### src/rtl/tccw_pkg.sv
// ----------------------------------------------------------------------------
// tccw_pkg
// Shared types and constants of the text console cell writer.
// ----------------------------------------------------------------------------
package tccw_pkg;

    localparam int MAX_COLS_DEF   = 128;
    localparam int MAX_ROWS_DEF   = 96;
    localparam int REGION_W_LIMIT = 128;
    localparam int REGION_H_LIMIT = 96;
    // widest address sum: row (<= 255) * pitch (<= 255) + column (<= 255)
    localparam int ASUM_W         = 17;
    localparam logic [7:0] BLANK_CHAR = 8'h20;

    typedef enum logic [2:0] {
        OP_PUT    = 3'd0,
        OP_SETCUR = 3'd1,
        OP_SCROLL = 3'd2,
        OP_FILL   = 3'd3,
        OP_READ   = 3'd4
    } t_op;

    typedef enum logic [2:0] {
        CFG_SCREEN_COLS = 3'd0,
        CFG_SCREEN_ROWS = 3'd1,
        CFG_REG_LEFT    = 3'd2,
        CFG_REG_TOP     = 3'd3,
        CFG_REG_WIDTH   = 3'd4,
        CFG_REG_HEIGHT  = 3'd5,
        CFG_COLOR       = 3'd6
    } t_cfg_idx;

    typedef struct packed {
        logic [7:0]  screen_cols;
        logic [6:0]  screen_rows;
        logic [6:0]  reg_left;
        logic [6:0]  reg_top;
        logic [7:0]  reg_width;
        logic [6:0]  reg_height;
        logic [15:0] color;
    } t_cfg;

    typedef enum logic [3:0] {
        S_IDLE,
        S_PUT_MUL,
        S_PUT_WR,
        S_CUR,
        S_SC_ROW,
        S_SC_SRC,
        S_SC_CELL,
        S_SC_WR,
        S_RD_MUL,
        S_RD_ISSUE,
        S_RD_DATA,
        S_DONE
    } t_state;

endpackage

### src/rtl/tccw_cfg_regs.sv
// ----------------------------------------------------------------------------
// tccw_cfg_regs
// Configuration register file, written one register per beat.
// ----------------------------------------------------------------------------
module tccw_cfg_regs (
    input  logic               i_clk,
    input  logic               i_rst_n,
    input  logic               i_wr,
    input  logic [2:0]         i_index,
    input  logic [15:0]        i_data,
    output tccw_pkg::t_cfg     o_cfg
);
    tccw_pkg::t_cfg r_cfg;

    always_ff @(posedge i_clk) begin
        if (!i_rst_n) begin
            r_cfg.screen_cols <= 8'd80;
            r_cfg.screen_rows <= 7'd60;
            r_cfg.reg_left    <= 7'd0;
            r_cfg.reg_top     <= 7'd0;
            r_cfg.reg_width   <= 8'd80;
            r_cfg.reg_height  <= 7'd60;
            r_cfg.color       <= 16'h0704;
        end else if (i_wr) begin
            case (tccw_pkg::t_cfg_idx'(i_index))
                tccw_pkg::CFG_SCREEN_COLS: r_cfg.screen_cols <= i_data[7:0];
                tccw_pkg::CFG_SCREEN_ROWS: r_cfg.screen_rows <= i_data[6:0];
                tccw_pkg::CFG_REG_LEFT:    r_cfg.reg_left    <= i_data[6:0];
                tccw_pkg::CFG_REG_TOP:     r_cfg.reg_top     <= i_data[6:0];
                tccw_pkg::CFG_REG_WIDTH:   r_cfg.reg_width   <= i_data[7:0];
                tccw_pkg::CFG_REG_HEIGHT:  r_cfg.reg_height  <= i_data[6:0];
                tccw_pkg::CFG_COLOR:       r_cfg.color       <= i_data;
                default: ;
            endcase
        end
    end

    assign o_cfg = r_cfg;
endmodule

### config.mk
export PLATFORM = sky130hd
export DESIGN_NAME = tccw_cfg_regs
export DESIGN_NICKNAME = d
export VERILOG_FILES = /design/src/rtl/tccw_pkg.sv /design/src/rtl/tccw_cfg_regs.sv
export SDC_FILE = /design/constraint.sdc
export NUM_CORES = 1
export LEC_CHECK = 0
export ABC_AREA = 1
export BUFFER_PORTS_ARGS = -buffer_cell sky130_fd_sc_hd__buf_2
export CORE_MARGIN = 2
export CORE_UTILIZATION = 35
export DETAILED_ROUTE_END_ITERATION = 7
export PLACE_DENSITY = 0.67
export SLEW_MARGIN = 20
export SYNTH_ARGS = -nofsm -noshare
export SYNTH_HDL_FRONTEND = slang
export SYNTH_SLANG_ARGS = --single-unit
export TNS_END_PERCENT = 50
### constraint.sdc
create_clock -name i_clk -period 1 [get_ports i_clk]
set_clock_uncertainty 0.15 [all_clocks]
set_input_delay 0.05 -clock i_clk [delete_from_list [all_inputs] [get_ports i_clk]]
set_output_delay 0.05 -clock i_clk [all_outputs]
set_load 0.01 [all_outputs]
==> results of run 1 <==
[how the worst max path moves through the flow]
stage,endpoint,slack (ps),cells past startpoint
after detailed placement,o_cfg[46],-150,6
after global routing,o_cfg[15],-8,1
final,o_cfg[27],20,1
after global placement,o_cfg[2],-120,7
after floorplan,o_cfg[54],100,5
after CTS,o_cfg[21],0.4,1
[final cells by class]
type,count,area (um^2)
Timing Repair Buffer,114,1030
Multi-Input combinational cell,246,1020
Sequential cell,60,1280
Clock buffer,14,153
Clock inverter,2,10.0
Inverter,19,71.3
Fill cell,638,3020
Tap cell,80,100
[cell families (layout without fill, tap and decap cells)]
| kind of cell | Yosys count | after routing |
|---|---|---|
| simple gates | 246 | 246 |
| buf+inv | 34 | 149 |
| flops | 60 | 60 |
[synthesized netlist by cell type (all sizes together)]
master,n
nand2,87
dfxtp,60
buf,10
clkbuf,5
nand3,60
inv,19
nor2,99
[cell usage in the layout (no fill, tap or decap)]
cell type / netlist / layout
buf_12: 0 / 3
buf_2: 4 / 33
buf_4: 4 / 16
buf_6: 0 / 48
clkbuf_1: 5 / 4
clkbuf_8: 0 / 10
clkinv_2: 0 / 2
dfxtp_2: 0 / 60
dlygate4sd3_1: 0 / 14
inv_1: 16 / 15
inv_2: 3 / 4
nand2_1: 86 / 86
nand2_2: 1 / 1
nand3_1: 60 / 60
nor2_1: 92 / 92
nor2_2: 6 / 6
nor2_4: 1 / 1
[timing repair]
action | in CTS | in global routing
cloned | 0 | 0
hold buffers | 14 | 0
gates resized for setup | 48 | 62
endpoints found under the hold margin | 25 | 0
endpoints found under the setup margin | 43 | 59
[per-layer routing]
layer	wire length, um	share of wire (%)	global-route usage, %	vias up
met4	124	1.9	6.96	0
met2	3040	47	26.9	65
met3	449	6.9	6.10	12
li1	-	-	-	1283
met1	2900	45	22.6	1106
met5	0	0	0	-
[power by group]
part	switching (mW)	internal, mW	leakage [nW]
registers	0.0559	2.49	0.502
logic	0.370	0.346	1.16
clock network	0.867	0.963	0.0844
total	1.29	3.80	1.75
[stage by stage]
step	util [%]	total power, mW
6_report	54.8	5.09
5_1_grt	54.8	5.35
4_1_cts	50.4	5.07
3_5_place_dp	44.6	3.17
3_3_place_gp	44.6	3.16
2_1_floorplan	-	2.91
==> results.json, run 1 <==
{
  "synth_top_area_share_pct": 50.6,
  "synth_cells": 340,
  "grt_pass1_wl_mm": 10.4,
  "worst_slew_pin_slew_ps": 474,
  "track_usage_pct": 17.5,
  "synth_top_cell_by_area": "dfxtp_1",
  "period_share_pct": 97.9,
  "drive_above_1_share_pct": 40.4,
  "avgViaCountPerCell": 4.61,
  "start_util_pct": 35.5,
  "setup.worst_path.start": "o_cfg[27]",
  "drv_cap": 0,
  "htree_levels": 3,
  "die_height_um": 86.3,
  "worstPathRequired_ps": 800,
  "clockRootBuffer": "clkbuf_8",
  "synth-compound-area-share_pct": 0,
  "drt-pass1-iter-count": 4,
  "synthMuxAreaShare_pct": 0,
  "core_um2": 6680,
  "finalSetupViolCount": 0,
  "fmax_mhz": 1020,
  "status": "complete, but fails checks",
  "grt_pass1_vias": 2250,
  "ff2ff_path_depth": 2,
  "yosys.area_share.simple_pct": 43.1,
  "routed_wl_mm": 6.52,
  "cp.buffers_inverters": 1,
  "clkSlewWorstSetupHoldPaths_ps": 70,
  "port_buffers": 81,
  "nNetsFinal": 472,
  "finalHoldViolCount": 1,
  "critical_path.max_stage_delay_ps": 340,
  "synthAdderAreaFrac_pct": 0,
  "grt_setup_unrepaired": "yes",
  "dieWidth_um": 86.3,
  "cts_tree": "yes",
  "io_pins": 82,
  "largest_register_ffs": 60,
  "fin_setup_tns_ps": 0,
  "post-place-ws_ps": -145,
  "synth_cell_types": 13,
  "synth_top_family_by_area": "simple AND/OR/NAND/NOR gates",
  "ant_nets": 0,
  "r2r-end": "o_cfg[48]",
  "rr_startpoint": "o_cfg[48]",
  "areaGrowthSynthToFinish_pct": 54.3,
  "holdPathEnd": "o_cfg[51]",
  "synthesis.area_um2": 2370,
  "cp-start-kind": "flop",
  "clock_sinks": 60,
  "hold_start": "i_index[2]",
  "hold_depth": 5,
  "irDropWorstVdd_uv": 769,
  "crit_path_end_kind": "output port",
  "num_vias": 2466,
  "r2r_slack_ps": 230,
  "crit_slowest_cell": "dfxtp_2",
  "stdcell_count": 535,
  "ys_warn_count": 0,
  "slew_headroom_pct": 68.3,
  "leakage_nw": 1.75,
  "postPlaceCellArea_um2": 2980,
  "gr-total-overflow": 0,
  "gp_congestion": 0.828,
  "dieArea_um2": 7450,
  "synth_xor_area_share_pct": 0,
  "dp.cells": 505,
  "synth_nets": 362,
  "clock_path_buffers": 2,
  "crit_fanout": 2,
  "grt_max_degree": 61,
  "cts_made_buffers": 9,
  "synth_area_per_cell_um2": 6.98,
  "ys_seq_elements": 60,
  "post_drt_wl_per_cell_um": 12.2,
  "cp.arrival_ps": 780,
  "design_area_um2": 3660,
  "drc": 0,
  "drt_iter0_drc": 91,
  "diodes": 0,
  "antenna_found_initial": 0,
  "path_class": "flop to output port",
  "hpwl_mm": 4.51,
  "p_per_area_nw_per_um2": 1390,
  "clk_latency_ps": 330,
  "cts_setup_buffers": 0,
  "synth-seq-area-share_pct": 50.6,
  "cp_top_family": "flip-flops",
  "fin_crit_ps": 979,
  "layout_setup_ws_ps": 21.2,
  "rows": 30,
  "whs_ps": -31.4,
  "violations": "hold timing",
  "path_cells": "buf_6",
  "worst_hold_path_type": "input port to flop",
  "ys_top_cells_by_area": "dfxtp_1, nor2_1, nand2_1",
  "final_max_slew_viol_count": 0
}
Note: power is estimated with default switching activity, not from simulation.
==> run 2, diff against run 1 <==
- ABC_AREA: 1 -> 0
==> results.json, run 2 <==
{
  "status": "complete, but fails checks",
  "violations": "hold timing",
  "cts_tree": "yes",
  "gr-total-overflow": 0,
  "fin_crit_ps": 994,
  "slew_headroom_pct": 81.0,
  "postCtsHoldBufs": 16,
  "worst_slew_pin_slew_ps": 284,
  "ys_warn_count": 0,
  "stdcell_count": 432,
  "synth_cells": 231,
  "antenna_found_initial": 0,
  "io_pins": 82,
  "cp_top_family": "flip-flops",
  "dp.cells": 393,
  "nNetsFinal": 372,
  "leakage_nw": 1.86,
  "ys_top_cells_by_area": "dfxtp_1, mux2i_1, nand2_1",
  "clkSlewWorstSetupHoldPaths_ps": 70,
  "grt_pass1_wl_mm": 9.79,
  "clockRootBuffer": "clkbuf_8",
  "period_share_pct": 99.4,
  "track_usage_pct": 17.5,
  "clock_path_buffers": 2,
  "crit_path_end_kind": "output port",
  "path_class": "flop to output port",
  "synth_nets": 253,
  "drt-pass1-iter-count": 4,
  "synth_area_per_cell_um2": 10.2,
  "gp_congestion": 0.745,
  "num_vias": 2011,
  "synth_top_cell_by_area": "dfxtp_1",
  "irDropWorstVdd_uv": 1070,
  "areaGrowthSynthToFinish_pct": 66.7,
  "whs_ps": -101,
  "finalHoldViolCount": 7,
  "fin_setup_tns_ps": 0,
  "synth_top_area_share_pct": 50.8,
  "grt_max_degree": 23,
  "crit_slowest_cell": "dfxtp_2",
  "synth_cell_types": 12,
  "synth-seq-area-share_pct": 50.8,
  "drive_above_1_share_pct": 53.8,
  "dieWidth_um": 86.2,
  "worstPathRequired_ps": 800,
  "core_um2": 6420,
  "rows": 29,
  "post_drt_wl_per_cell_um": 14.8,
  "p_per_area_nw_per_um2": 1470,
  "grt_setup_unrepaired": "yes",
  "ys.flop_type": "dfxtp_1",
  "start_util_pct": 36.8,
  "worst_hold_path_type": "input port to flop",
  "crit_fanout": 2,
  "finalSetupViolCount": 0,
  "drv_cap": 0,
  "synth_edf_count": 0,
  "hpwl_mm": 4.21,
  "largest_register_ffs": 60,
  "diodes": 0,
  "synthTopCellsByCount": "dfxtp_1, mux2i_1, nand2_1",
  "die_height_um": 86.2,
  "clock_sinks": 60,
  "cp.buffers_inverters": 1,
  "ys_seq_elements": 60,
  "avgViaCountPerCell": 4.66,
  "final_cell_mix": "mux2i_1, dfxtp_2, buf_6, nand2_1, buf_4",
  "num-fill-cells": 534,
  "routed_wl_mm": 6.40,
  "fmax_mhz": 1010,
  "dieArea_um2": 7420,
  "drt_iter0_drc": 45,
  "critical_path.max_stage_delay_ps": 360,
  "htree_levels": 3,
  "cts_made_buffers": 9,
  "ant_nets": 0,
  "cp.arrival_ps": 790,
  "cp-start-kind": "flop",
  "drc": 0,
  "final_max_slew_viol_count": 0,
  "port_buffers": 81,
  "async_flop_share_pct": 0,
  "clk_latency_ps": 340,
  "synthesis.area_um2": 2360,
  "grt_pass1_vias": 1987,
  "path_cells": "buf_6"
}
run 2: changes by cell type after synthesis, moves of 6 or more:
cell / before / now
nor2_1: 92 / 0
nand3_1: 60 / 0
inv_1: 16 / 0
nor2b_1: 0 / 24
clkbuf_1: 5 / 12
nor2_2: 6 / 0
mux2i_1: 0 / 60
nand2_1: 86 / 57
run 2: where the power goes:
group	switching, mW	internal, mW
clock	0.924	1.79
combinational	0.245	0.325
sequential	0.0390	2.45
run 2: path summary, 6_finish.rpt:
kind | cells after the start | from | slack (ps) | end
setup reg to reg | 4 | o_cfg[4] | 60 | o_cfg[4]
hold reg to reg | 2 | o_cfg[28] | 310 | o_cfg[28]
hold / removal | 3 | i_data[4] | -100 | o_cfg[4]
setup / recovery | 1 | o_cfg[55] | 6 | o_cfg[55]
run 2: metrics by stage:
stage | cell area, um^2 | worst slack (ps) | util (%) | hold slack [ps] | power, mW
2_1_floorplan | 2380 | -220 | - | 42.1 | 2.76
6_report | 3940 | 6.05 | 61.3 | -101 | 5.77
5_1_grt | 3940 | -25.3 | 61.3 | -83.7 | 5.99
4_1_cts | 3800 | -4.17 | 59.2 | -103 | 5.81
3_3_place_gp | 3020 | -262 | 47.0 | 149 | 2.97
3_5_place_dp | 3020 | -279 | 47.0 | 159 | 2.97
run 2: what timing repair did:
item | in CTS | in global routing
setup endpoints to repair | 60 | 59
endpoints found under the hold margin | 50 | 7
setup buffers | 3 | 4
resized for setup | 105 | 19
run 2: layout make-up:
class	instances	area, um^2	share of cell area, %
Sequential cell	60	1280	32.4
Tap cell	77	96.3	2.45
Clock inverter	4	95.1	2.41
Clock buffer	12	155	3.94
Timing Repair Buffer	128	1240	31.4
Multi-Input combinational cell	151	1080	27.4
run 2: logic make-up after synthesis:
kind of cell / Yosys count / share of synthesized area (%)
mux: 60 / 25.4
buf+inv: 20 / 4.13
simple gates: 91 / 19.6
flops: 60 / 50.8
run 2: metal layers:
| metal | routed length (um) | GRT usage [%] |
|---|---|---|
| met5 | 0 | 0 |
| met1 | 2750 | 20.7 |
| met2 | 3180 | 28.9 |
| met3 | 380 | 6.45 |
| met4 | 93 | 6.93 |
